### config.mk
export PLATFORM = sky130hd
export DESIGN_NAME = smm_ram
export DESIGN_NICKNAME = d
export VERILOG_FILES = /design/src/rtl/smm_ram.sv
export SDC_FILE = /design/constraint.sdc
export NUM_CORES = 2
export LEC_CHECK = 0
export BUFFER_PORTS_ARGS = -buffer_cell sky130_fd_sc_hd__buf_4
export CORE_MARGIN = 1
export CORE_UTILIZATION = 45
export DETAILED_ROUTE_END_ITERATION = 8
export GPL_TIMING_DRIVEN = 0
export REMOVE_ABC_BUFFERS = 1
export SLEW_MARGIN = 20
export SYNTH_ARGS = -nofsm -noshare
export SYNTH_HDL_FRONTEND = slang
export SYNTH_SLANG_ARGS = --single-unit
### constraint.sdc
create_clock -name clk -period 3.8 [get_ports clk]
set_input_delay 1.14 -clock clk [delete_from_list [all_inputs] [get_ports clk]]
set_output_delay 1.14 -clock clk [all_outputs]
set_load 0.02 [all_outputs]
### src/rtl/smm_ram.sv
// ----------------------------------------------------------------------------
// Matrix store
// Simple dual-port memory, one write and one registered read per cycle.
// ----------------------------------------------------------------------------
`default_nettype none

module smm_ram #(
  parameter int WIDTH = 16,
  parameter int DEPTH = 256
) (
  input  wire logic                     clk,
  input  wire logic                     we,
  input  wire logic [$clog2(DEPTH)-1:0] waddr,
  input  wire logic [WIDTH-1:0]         wdata,
  input  wire logic [$clog2(DEPTH)-1:0] raddr,
  output logic      [WIDTH-1:0]         rdata
);

  logic [WIDTH-1:0] mem [DEPTH];
  logic [WIDTH-1:0] rdata_r;

  always_ff @(posedge clk) begin
    if (we) begin
      mem[waddr] <= wdata;
    end
    rdata_r <= mem[raddr];
  end

  assign rdata = rdata_r;

endmodule

`default_nettype wire

Word-level counts from Yosys, hierarchy flattened:

Memories as Yosys holds them, arrays and structs flattened. A register that Yosys moved wholly into a read port is not among the register bits.
Index checks and enable logic that the tools add are counted.

* register bits: 0
* bits in latches: 0
* RAM bits: 4096
* memory bits (read-only): 0
* bits of input ports: 34
* output and inout port bits: 16
* word-level logic and storage cells: 3
* memories: 1

Memories
* mem: depth 256, width 16, read ports 1, clocked after memory_dff 1, wr ports 1, RTL line 19 `logic [WIDTH-1:0] mem [DEPTH];`

* $add $sub $neg: 0
* multiply operators: 0
* div/mod/pow operators: 0
* magnitude comparators: 0
* equality and inequality tests: 0
* shift-type cells: 0
* muxes and demuxes: 2
* bitwise gates (word level): 0
* reductions and logical operators: 0

Operators with widths (count)
* 1-bit two-way mux: 2

Logic depth before layout (Yosys ltp):

* depth in word-level cells: 2
* depth in mapped cells: 12

Least setup slack after synthesis:

Ideal clock, no wire load.

* path kind: input to register
* start: input waddr[3]
* end: memory mem[235][0] (enable)
* library setup time: 0.388 ns
* data arrival time: 2.917 ns
* data required time: 3.412 ns
* slack: 0.495 ns
* stages on the path: 6
* path buffers: 3
* cells stage by stage: clkbuf_1 nor2b_1 clkbuf_1 nand4_1 clkbuf_1 nor2_1

RTL lines
* from (decl): RTL line 13 `input wire logic [$clog2(DEPTH)-1:0] waddr,`
* to (decl): RTL line 19

No word-level cell before the write port.

==> impl_metrics.ini <==
[status]
outcome = finished with violations
violations = negative setup slack

[floorplanning]
start_util_pct = 45.3
die_area_sq_mm = 0.355
die_x_um = 596
num_rows = 217
die_y_um = 596
ioPinCount = 50
core_sq_mm = 0.350

[placement]
io_buffers = 49
place_congestion = 0.832
dpl.hpwl_mm = 255
dp.cells = 11876

[run]
drv_cap = 0

[layout]
finalNonFillerCells = 12752
final_util_pct = 52.8
area_growth_pct = 16.4
final_cell_mix = edfxtp_1, mux4_2, mux2i_1
fin_nets = 7837
final_common_cell = edfxtp_1
drive_gt1_share_pct = 28.7

[route]
routedWlPerCell_um = 33.8
drt-initial-drc-count = 9434
drc = 0
first_pass_iters = 6
vias = 78813
via_per_inst = 6.18
routed_wl_mm = 431
ant_nets = 0

[worst_setup_path]
crit_type = input port to flip-flop
r2r-end = rdata[2]
worstPathRequired_ns = 4.65
start_kind = input port
critPathCaptureType = flip-flop
r2r-start = mem[11][2]
r2r_slack_ns = 0.92
worst_r2r_path_depth = 6
arrival_ns = 4.72
critPathMaxFanout = 57

[clocking]
clk_pin_slew_worst_paths_ns = 0.06
cts_root_buf = clkbuf_16
clock_sinks = 4112
clk_latency_ns = 0.99
cts_made_buffers = 410
hold_buffers = 0
h-tree-depth = 5
clock_path_buffers = 4
cts_tree = yes

[timing]
slew_viol_final = 0
finalSetupTns_ns = -0.150
post-route-period-util_pct = 102
hold_viol = 0
slew_headroom_pct = 19.7
finalCriticalPeriod_ns = 3.87
fmax_mhz = 259
setup_viol = 4
tightest_slew_ns = 1.19
worst_slack_ns = -0.0659
fin_skew_ns = 0.0551
rsz0062_at_grt = yes

[min_path]
whs_endpoint = mem[231][10]
min_path_type = input port to flip-flop
worstHoldPathCells = 1
min-delay-start = wdata[10]

[global_routing]
antenna_found_initial = 17
grt_start_max_net_pins = 125
overflow = 0
grt_pass1_wl_mm = 597
first_global_vias = 77832
grt_use_total_pct = 23.8

[synth]
yosys_warnings = 0
netlist_area_sq_mm = 0.159
ys.flop_type = edfxtp_1
synthCells = 7360
syn_avg_cell_area_sq_um = 21.6
synth-seq-area-share_pct = 77.7
synth-async-reset-ratio_pct = 0
synth.distinct_cells = 52
synth-edff-count = 4096
ys_seq_elements = 4112

[power_and_ir_drop]
ir_drop_uv = 389
p_total_mw = 94.3
power-per-cell-area_mw_per_mm2 = 510
p_leak_nw = 58.3
## layer usage
| layer | vias to the layer above | share of wire [%] | track usage, % |
|---|---|---|---|
| li1 | 32298 | - | - |
| met1 | 42336 | 40 | 33.0 |
| met2 | 3512 | 48 | 38.0 |
| met3 | 663 | 7.8 | 3.79 |
| met4 | 4 | 4.2 | 9.11 |
| met5 | - | 0.0035 | 0 |
## state kept, by name (all words and copies together) (netlist names)
signal / count
mem: 4096
rdata: 16
## power breakdown
part | total, mW | switching [mW] | internal, mW
Clock | 38.9 | 17.0 | 21.8
Combinational | 5.43 | 3.45 | 1.98
Sequential | 50.0 | 0.0382 | 50.0
## how the worst max path moves through the flow
| stage | from | endpoint | cells past startpoint |
|---|---|---|---|
| detailed placement | raddr[0] | rdata[1] | 13 |
| finish | raddr[2] | rdata[0] | 11 |
| global placement | raddr[1] | rdata[14] | 7 |
| global route | raddr[1] | rdata[1] | 12 |
| floorplan | raddr[2] | rdata[4] | 6 |
| CTS | raddr[1] | rdata[1] | 12 |
## area by class of cell
type | instances | area (sq um)
sequential | 4112 | 123000
clock inverter | 219 | 1840
fill | 26616 | 165000
multi-input combinational | 2794 | 34900
clock buffer | 531 | 10900
inverter | 4 | 41.3
timing repair inverter | 1 | 8.76
timing repair buffer | 480 | 8030
antenna | 12 | 30.0
tap | 4599 | 5750
## synth_stat cells, types with 28 or more instances
library cell	instances	area share, %
a21oi_1	175	0.55
a221oi_1	28	0.15
a22o_1	32	0.18
a22oi_1	43	0.20
buf_2	76	0.24
buf_6	77	0.55
clkbuf_1	230	0.54
edfxtp_1	4096	77
mux2_2	88	0.62
mux2i_1	565	3.6
mux4_2	797	11
nand2_1	38	0.090
nand3_1	35	0.11
nor2_1	304	0.72
nor3_1	92	0.29
o21ai_0	37	0.12
o221ai_1	252	1.4
o22ai_1	148	0.58
## metrics by stage
step	setup WS, ns	instance area [sq um]	hold slack, ns
finish	-0.0659	185000	0.503
detailed placement	-4.14	169000	1.17
global route	-0.0430	185000	0.494
CTS	-0.0708	184000	0.486
floorplan	-3.84	156000	0.854
global placement	-36.04	162000	1.15
## kinds of logic after synthesis
family          share of synthesized area (%)
buf+inv                                  1.69
flops                                    77.7
simple gates                             1.57
compound gates                           3.54
mux                                      15.5
## worst max-delay path, cell delays in order
cell and delay [ns]:
buf_12 0.19, buf_16 0.29, or2_4 0.29, buf_16 0.15, buf_12 0.15, buf_16 0.19, o221ai_1 0.51, a21oi_1 0.13
nor3_1 0.61, o32ai_4 0.29, nor4_4 0.49
## repair_timing
item / in CTS / in global routing
pin swaps: 9 / 11
endpoints found under the setup margin: 16 / 13
gates resized for setup: 115 / 21
gates cloned: 46 / 10
setup buffers: 21 / 36
Note: power is estimated with default switching activity, not from simulation.
