[config.mk]
export PLATFORM = sky130hd
export DESIGN_NAME = smm_mac
export DESIGN_NICKNAME = d
export VERILOG_FILES = /design/src/rtl/smm_pkg.sv /design/src/rtl/smm_mac.sv
export SDC_FILE = /design/constraint.sdc
export NUM_CORES = 1
export LEC_CHECK = 0
export BUFFER_PORTS_ARGS = -buffer_cell sky130_fd_sc_hd__buf_4
export CORE_ASPECT_RATIO = 0.5
export CORE_MARGIN = 5
export CORE_UTILIZATION = 30
export CTS_BUF_LIST = sky130_fd_sc_hd__clkbuf_2 sky130_fd_sc_hd__clkbuf_4 sky130_fd_sc_hd__clkbuf_8
export DETAILED_ROUTE_END_ITERATION = 7
export GPL_TIMING_DRIVEN = 0
export HOLD_SLACK_MARGIN = 0.1
export PLACE_DENSITY_LB_ADDON = 0.2
export SYNTH_ARGS = -nofsm -noshare
export SYNTH_HDL_FRONTEND = slang
export SYNTH_SLANG_ARGS = --single-unit
[constraint.sdc]
create_clock -name clk -period 17.5 [get_ports clk]
set_input_delay 4.375 -clock clk [delete_from_list [all_inputs] [get_ports clk]]
set_output_delay 4.375 -clock clk [all_outputs]
set_load 0.05 [all_outputs]
[src/rtl/smm_pkg.sv]
// ----------------------------------------------------------------------------
// Square matrix multiplier package
// Shared widths, opcodes and the control word that drives the MAC datapath.
// ----------------------------------------------------------------------------
`default_nettype none

package smm_pkg;

  // Defaults for the top-level parameters.
  localparam int DEFAULT_MAX_DIMENSION = 16;
  localparam int DEFAULT_ELEMENT_WIDTH = 16;

  // Fixed field widths of the stream and configuration ports.
  localparam int OPCODE_WIDTH  = 2;
  localparam int VALUE_WIDTH   = 16;
  localparam int PRODUCT_WIDTH = 36;
  localparam int INDEX_WIDTH   = 4;
  localparam int SIZE_WIDTH    = 5;
  localparam int OUT_DATA_WIDTH = 48;

  // Matrix size after reset.
  localparam int SIZE_RESET = 16;

  // Opcodes carried in tuser.
  localparam logic [OPCODE_WIDTH-1:0] OP_LOAD_LEFT  = 2'd0;
  localparam logic [OPCODE_WIDTH-1:0] OP_LOAD_RIGHT = 2'd1;
  localparam logic [OPCODE_WIDTH-1:0] OP_COMPUTE    = 2'd2;

  // Control word from the sequencer to the multiply-accumulate datapath.
  typedef struct packed {
    logic clear;  // start of a new dot product
    logic issue;  // a read pair was issued to both stores this cycle
    logic last;   // the issued pair is the final term of the dot product
  } mac_ctrl_t;

endpackage

`default_nettype wire

[src/rtl/smm_mac.sv]
// ----------------------------------------------------------------------------
// Multiply-accumulate datapath
// Registered multiply of the two store outputs followed by a 36-bit accumulator.
// ----------------------------------------------------------------------------
`default_nettype none

module smm_mac #(
  parameter int ELEMENT_WIDTH = 16
) (
  input  wire logic                               clk,
  input  wire logic                               rst_n,
  input  wire smm_pkg::mac_ctrl_t                 ctrl,
  input  wire logic [ELEMENT_WIDTH-1:0]           left_data,
  input  wire logic [ELEMENT_WIDTH-1:0]           right_data,
  output logic      [smm_pkg::PRODUCT_WIDTH-1:0]  acc,
  output logic                                    done
);

  import smm_pkg::*;

  localparam int ProdWidth = 2 * ELEMENT_WIDTH;

  logic                           rd_vld_r,   rd_vld_nxt;
  logic                           rd_last_r,  rd_last_nxt;
  logic                           prod_vld_r, prod_vld_nxt;
  logic                           prod_last_r, prod_last_nxt;
  logic                           done_r,     done_nxt;
  logic signed [ProdWidth-1:0]    prod_r,     prod_nxt;
  logic [PRODUCT_WIDTH-1:0]       acc_r,      acc_nxt;
  logic signed [ProdWidth+PRODUCT_WIDTH-1:0] prod_wide;

  always_comb begin
    // Read data follows the issue through the store read register, the product through the product register.
    rd_vld_nxt    = ctrl.issue;
    rd_last_nxt   = ctrl.issue & ctrl.last;
    prod_vld_nxt  = rd_vld_r;
    prod_last_nxt = rd_last_r;
    prod_nxt      = $signed(left_data) * $signed(right_data);
    prod_wide     = prod_r;
    acc_nxt       = acc_r;
    done_nxt      = done_r;
    if (ctrl.clear) begin
      acc_nxt  = '0;
      done_nxt = 1'b0;
    end else if (prod_vld_r) begin
      // Sum is kept modulo 2^36, which is exact at the default widths.
      acc_nxt  = acc_r + prod_wide[PRODUCT_WIDTH-1:0];
      done_nxt = prod_last_r;
    end
  end

  always_ff @(posedge clk) begin
    if (!rst_n) begin
      rd_vld_r    <= 1'b0;
      rd_last_r   <= 1'b0;
      prod_vld_r  <= 1'b0;
      prod_last_r <= 1'b0;
      done_r      <= 1'b0;
    end else begin
      rd_vld_r    <= rd_vld_nxt;
      rd_last_r   <= rd_last_nxt;
      prod_vld_r  <= prod_vld_nxt;
      prod_last_r <= prod_last_nxt;
      done_r      <= done_nxt;
    end
  end

  always_ff @(posedge clk) begin
    prod_r <= prod_nxt;
    acc_r  <= acc_nxt;
  end

  assign acc  = acc_r;
  assign done = done_r;

endmodule

`default_nettype wire

== After elaboration in Yosys (flattened, before gate mapping) ==
Index checks and enable logic that the tools add are counted.
Word-level totals
  bits in registers: 73
  word-level logic and storage cells: 12
  output and inout port bits: 37
  bits of input ports: 37
Operators by class
  add/subtract/negate cells: 1
  reductions and logical operators: 1
  bitwise operators: 2
  $mul: 1
Operators with widths (count)
  $add A36 B36 Y36: 1
  $mul A16 B16 Y32: 1
  $reduce_or A2 Y1: 1
  $and A1 B1 Y1: 1
  $not A1 Y1: 1

== Longest topological paths before layout ==
Gate-level depths: netlist of run 1.
  word-level depth: 2
  depth in mapped cells: 24
  mapped depth without buffers: 23

== Worst setup path before layout of run 1 ==
OpenSTA, ideal clock, no wires.
  kind: input to register
  start point: in left_data[10]
  end point: reg prod_r[26]
  data arrival time: 9630 ps
  stages on the path: 20
  required time: 17380 ps
  library setup time: 120 ps
  buffers on the path: 1
  path slack: 7750 ps
  cell sequence: clkbuf_1 -> nand2_1 -> fa_1 -> fa_1 -> fa_1 -> fa_1 -> inv_1 -> fa_1 -> inv_1 -> fa_1 -> inv_1 -> ha_1 -> a21oi_1 -> o22ai_1 -> nor3_1 -> a211oi_1 -> a21oi_1 -> o21ai_0 -> a41oi_1 -> xnor2_1
On the way
  word-level cells in the longest chain between the ends: 1
Ends and longest elaborated chain
  start: declaration: line smm_mac.sv:13  | input wire logic [ELEMENT_WIDTH-1:0] left_data,
  $mul A16 B16 Y32: line smm_mac.sv:38  | prod_nxt = $signed(left_data) * $signed(right_data);
  net prod_nxt[26]: line smm_mac.sv:28  | logic signed [ProdWidth-1:0] prod_r, prod_nxt;
  end signal: assignment: line smm_mac.sv:69  | prod_r <= prod_nxt;
  end: declaration: line smm_mac.sv:28
The timed path passes the listed nets, and every way through them passes these cells.
A chain may end at the register's enable or synchronous reset.

== Worst setup path in the final report of run 1 ==
  start point: in left_data[9]
  end point: reg prod_r[26]
The elaborated chain is that of the path after synthesis.

==> out/results.tsv, run 1 <==
stage	metric	value	unit
final_layout	most frequent cells in the layout	inv_1 (321), fa_1 (263), nand2_1 (161), and2_1 (126), ha_1 (117)	
die	standard-cell rows	55	
detailed_routing	initial DRC count	583	
cts	hold_buf cts	0	
final_layout	Final Non-Filler Cells	2215	
sta	Final Max Tran Viols	0	
global_routing	gr usage total	15.2	%
placement	DP Cell Count	2199	
synthesis	Syn Std Cell Area	13700	um^2
detailed_routing	via-per-instance ratio	4.60	
sta	Final period util	59.9	%
cts	Post-CTS Resized	0	
cts	H-tree levels	3	
hold_path	hold crit path type	flip-flop to flip-flop	
sta	Fin. Hold Viols	0	
setup_path	CP required	17.74	ns
global_routing	largest net degree at the start of global routing	14	
setup_path	Setup Crit Path Kind	primary input to flip-flop	
die	Initial Utilization	30.3	%
cts	Num CTS Buffers	9	
global_routing	vias in the first global route	10600	
setup_path	Worst Setup Start Kind	primary input	
detailed_routing	routed via count	10200	
synthesis	Mapped Nets	1945	
die	Die Height	161	um
synthesis	Most used DFF post-synth	dfxtp_1	
cts	Setup Buffers After CTS	0	
die	Core ar.	45200	um^2
final_layout	nets@finish	2029	
final_layout	ant diodes	0	
sta	f_max	95.4	MHz
die	io pins	74	
cts	CTS tree	yes	
detailed_routing	Post-route DRC	0	
synthesis	Avg Cell Area, Syn	8.98	um^2
placement	GP Congestion	0.904	
synthesis	Post-synth EDFFs	0	
sta	RSZ-0062 raised after global routing	false	
cts	Clock Latency Late Sink	0.36	ns
detailed_routing	first-pass detailed-route iteration total	4	
sta	minimum clock period	10.49	ns
synthesis	asr flop ratio synth	0	%
flow_run	max_cap viols	0	
die	width of the die	312	um
synthesis	#FFs+latches synth	73	
detailed_routing	post-route ant nets	0	
cts	Max clock buf depth	2	
die	die area	50400	um^2
final_layout	fillcell total	4726	
detailed_routing	WL/cell	17.2	um
synthesis	Yosys cell types	65	
synthesis	yosys warns	0	
final_layout	Syn-to-layout area delta	11.1	%
global_routing	first-pass GRT wire length	60700	um
detailed_routing	final wirelength	38100	um
sta	Slew HR	42.3	%
global_routing	remaining global-route overflow	0	
placement	DP HPWL	32700	um
placement	PortBufs	73	
cts	Root Buffer	clkbuf_8	
final_layout	commonest non-fill, non-tap cell in the layout	inv_1	
sta	Fin Hold WS	0.440	ns
setup_path	Critical Path End Type	flip-flop	
global_routing	antenna violations before repair	1	
status	outcome	finished, final reports clean	
cts	clk sinks	73	
cts	Clk pin slew, worst setup/hold paths	0.08	ns
sta	Final setup viols	0	
sta	clk_skew	0.0175	ns
setup_path	CP arrival	10.73	ns
sta	Setup TNS	0	ns
synthesis	Seq/Total Area, Yosys	10.7	%
synthesis	Synth Instances	1528	
sta	Worst-Margin Slew	0.866	ns
setup_path	CP max FO	10	
final_layout	share of cells above drive strength 1	6.18	%
==> synth_stat cells, types with 3 or more instances <==
library cell | instances | area [um^2]
o21a_1 | 7 | 52.6
o41ai_1 | 4 | 35.0
o22ai_1 | 7 | 43.8
and4_1 | 4 | 35.0
dfxtp_1 | 73 | 1460
a31oi_1 | 8 | 50.1
nor3_1 | 17 | 85.1
nand2b_1 | 14 | 87.6
or3_1 | 5 | 31.3
a21oi_1 | 55 | 275
and2_1 | 126 | 788
o21bai_1 | 10 | 75.1
nor2b_1 | 6 | 37.5
a21o_1 | 17 | 128
xnor2_1 | 46 | 403
inv_1 | 321 | 1200
ha_1 | 117 | 1460
nor4_1 | 4 | 25.0
xor2_1 | 12 | 105
a211oi_1 | 12 | 90.1
and3_1 | 6 | 37.5
nand4_1 | 7 | 43.8
clkbuf_1 | 42 | 158
nand3_1 | 17 | 85.1
o21ai_0 | 42 | 210
nor2_1 | 61 | 229
fa_1 | 263 | 5270
nand2_1 | 161 | 604
nand3b_1 | 3 | 22.5
mux2i_1 | 14 | 140
==> sequential cells by signal, summed over array words and instances, names as in the netlist <==
name / count
acc: 36
done: 1
prod_last_nxt: 1
prod_last_r: 1
prod_r: 32
prod_vld_nxt: 1
prod_vld_r: 1
==> kinds of logic after synthesis <==
family	Yosys count	share of synthesized area [%]
buffers and inverters	365	9.99
AND/OR/NAND/NOR	444	16.3
flip-flops	73	10.7
adder cells (fa/ha/maj)	380	49.1
multiplexers	16	1.19
AO/OA/AOI/OAI	192	9.15
XOR/XNOR	58	3.70
==> cell type report <==
cell class | count | area (um^2) | share of cell area [%]
Inverter | 321 | 1200 | 7.91
Tap cell | 598 | 748 | 4.91
Clock buffer | 10 | 131 | 0.862
Clock inverter | 6 | 90.1 | 0.591
Multi-Input combinational cell | 1090 | 10900 | 71.4
Timing Repair Buffer | 73 | 548 | 3.60
Sequential cell | 73 | 1460 | 9.59
Buffer | 44 | 165 | 1.08
==> per-stage QoR <==
stage | worst slack, ns | instance area, um^2 | utilization, %
2_1_floorplan | 7.75 | 13700 | -
3_3_place_gp | 6.59 | 15000 | 33.2
3_5_place_dp | 6.56 | 15000 | 33.2
4_1_cts | 6.95 | 15200 | 33.7
5_1_grt | 6.47 | 15200 | 33.7
6_report | 7.01 | 15200 | 33.7
==> critical path: stages <==
cell	delay, ns
buf_4	0.15
clkbuf_1	0.56
nand2_1	0.19
fa_1	0.53
fa_1	0.47
fa_1	0.52
fa_1	0.54
inv_1	0.05
fa_1	0.47
inv_1	0.05
fa_1	0.53
inv_1	0.06
ha_1	0.39
a21oi_1	0.12
o22ai_1	0.26
nor3_1	0.08
a211oi_1	0.53
a21oi_1	0.22
o21ai_0	0.30
a41oi_1	0.17
xnor2_1	0.15
==> path summary, 6_finish.rpt <==
check / startpoint / cells past startpoint / endpoint / slack (ns)
worst min-delay path: prod_last_nxt$_SDFF_PN0_ / 1 / prod_last_r$_SDFF_PN0_ / 0.44
worst max register to register: acc[0]$_SDFFE_PP0P_ / 11 / acc[28]$_SDFFE_PP0P_ / 14.50
worst max-delay path: left_data[9] / 21 / prod_r[26]$_DFF_P_ / 7.01
worst min register to register: prod_last_nxt$_SDFF_PN0_ / 1 / prod_last_r$_SDFF_PN0_ / 0.44
==> routing by layer <==
layer / vias up / routed length [um] / GRT usage, %
met2: 192 / 16100 / 23.1
met1: 5040 / 19700 / 22.9
met5: - / 0 / 0
met4: 0 / 578 / 3.17
met3: 37 / 1710 / 2.40
li1: 4917 / - / -
Power of run 1 is not shown: default switching activity piles up to over one toggle a cycle in this logic, so the estimate is an artifact.
==> run 2: changes to the inputs <==
==> constraint.sdc (replaced) <==
create_clock -name clk -period 8.4 [get_ports clk]
set_input_delay 2.1 -clock clk [delete_from_list [all_inputs] [get_ports clk]]
set_output_delay 2.1 -clock clk [all_outputs]
set_load 0.05 [all_outputs]
==> out/results.tsv, run 2 (same netlist as run 1, synthesis figures left out) <==
stage	metric	value	unit
cts	CTS tree	yes	
final_layout	Largest register FFs	36	
die	die area	50400	um^2
setup_path	Critical Path End Type	flip-flop	
hold_path	hold crit path type	flip-flop to flip-flop	
detailed_routing	first-pass detailed-route iteration total	5	
sta	Slew HR	42.3	%
hold_path	hold path endpoint	prod_last_r$_SDFF_PN0_	
sta	Setup TNS	0	ns
sta	Fin Hold WS	0.440	ns
global_routing	vias in the first global route	10600	
hold_path	worst hold path depth	1	
flow_run	max_cap viols	0	
die	standard-cell rows	55	
detailed_routing	Post-route DRC	0	
detailed_routing	via-per-instance ratio	4.58	
setup_path	Worst Setup Start Kind	primary input	
setup_path	Worst R2R Start	acc[0]$_SDFFE_PP0P_	
detailed_routing	final wirelength	37300	um
sta	Worst-Margin Slew	0.866	ns
global_routing	remaining global-route overflow	0	
status	outcome	finished, final reports clean	
cts	Clk pin slew, worst setup/hold paths	0.08	ns
placement	PortBufs	73	
hold_path	Worst Min Path Start	prod_last_nxt$_SDFF_PN0_	
final_layout	commonest non-fill, non-tap cell in the layout	inv_1	
detailed_routing	initial DRC count	637	
setup_path	worst reg2reg path depth	11	
global_routing	antenna violations before repair	1	
detailed_routing	WL/cell	16.9	um
setup_path	FF-to-FF End	acc[28]$_SDFFE_PP0P_	
cts	hold_buf cts	0	
die	Initial Utilization	30.3	%
final_layout	final core utilization	33.6	%
cts	Root Buffer	clkbuf_8	
die	Core ar.	45200	um^2
global_routing	largest net degree at the start of global routing	14	
global_routing	gr usage total	15.2	%
final_layout	share of cells above drive strength 1	6.47	%
global_routing	first-pass GRT wire length	60700	um
cts	Clock Latency Late Sink	0.36	ns
detailed_routing	routed via count	10100	
sta	Final setup viols	0	
placement	DP HPWL	32700	um
die	width of the die	312	um
cts	Max clock buf depth	2	
die	Die Height	161	um
final_layout	Syn-to-layout area delta	10.9	%
setup_path	Setup Crit Path Kind	primary input to flip-flop	
final_layout	most frequent cells in the layout	inv_1 (321), fa_1 (263), nand2_1 (161), and2_1 (126), ha_1 (117)	
setup_path	CP required	8.69	ns
sta	Final Max Tran Viols	0	
setup_path	CP max FO	10	
die	io pins	74	
sta	clk_skew	0.0160	ns
cts	Num CTS Buffers	9	
sta	RSZ-0062 raised after global routing	false	
sta	Fin. Hold Viols	0	
cts	H-tree levels	3	
detailed_routing	post-route ant nets	0	
sta	minimum clock period	7.94	ns
final_layout	ant diodes	0	
cts	clk sinks	73	
sta	f_max	126	MHz
final_layout	nets@finish	2019	
setup_path	CP arrival	8.22	ns
setup_path	R2R setup slack	5.41	ns
placement	GP Congestion	0.904	
sta	Final period util	94.5	%
## run 2: area by class of cell
type                    count  area (um^2)
plain buffers              34          131
clock buffers              10          131
clock inverters             6         90.1
fillers                  4718        30000
inverters                 321         1200
multi-input cells        1090        10900
flip-flops and latches     73         1460
well taps                 598          748
repair buffers             73          548
## run 2: per-stage QoR
step / cells / cell area [um^2] / worst slack, ns
floorplan: 1528 / 13700 / 0.925
global placement: 2199 / 15000 / -0.230
detailed placement: 2199 / 15000 / -0.262
CTS: 2215 / 15200 / 0.126
global route: 2205 / 15200 / 0.0295
finish: 2205 / 15200 / 0.461
## run 2: metal layers
metal | GRT usage (%) | vias up | share of wire (%)
li1 | - | 4902 | -
met5 | 0 | - | 0
met4 | 3.17 | 0 | 1.4
met3 | 2.40 | 35 | 4.6
met1 | 22.9 | 4979 | 52
met2 | 23.1 | 190 | 42
## run 2: worst max path at each step
stage               slack, ns          start                  to  cells past startpoint
finish                   0.46  left_data[15]  prod_r[30]$_DFF_P_                     18
global route             0.03   left_data[4]  prod_r[30]$_DFF_P_                     23
CTS                      0.13   left_data[9]  prod_r[26]$_DFF_P_                     21
detailed placement      -0.26   left_data[9]  prod_r[26]$_DFF_P_                     21
global placement        -0.23   left_data[9]  prod_r[26]$_DFF_P_                     21
floorplan                0.92  left_data[10]  prod_r[26]$_DFF_P_                     20
## run 2: repair_timing
item	CTS	global route
endpoints found under the setup margin	0	6
setup buffers	0	0
resized for setup	0	7
## run 2: worst max-delay path, stage by stage
cell and delay (ns):
buf_4 0.12, clkbuf_1 0.43, nand2_1 0.18, inv_1 0.16, fa_1 0.56, fa_1 0.92
fa_1 0.55, fa_1 0.58, fa_1 0.43, fa_1 0.44, ha_1 0.36, a21o_1 0.22
a21o_1 0.19, a21o_1 0.19, nand2_1 0.08, o221ai_1 0.17, o41ai_1 0.37, xnor2_1 0.16
Power of run 2 is left out for the same reason.
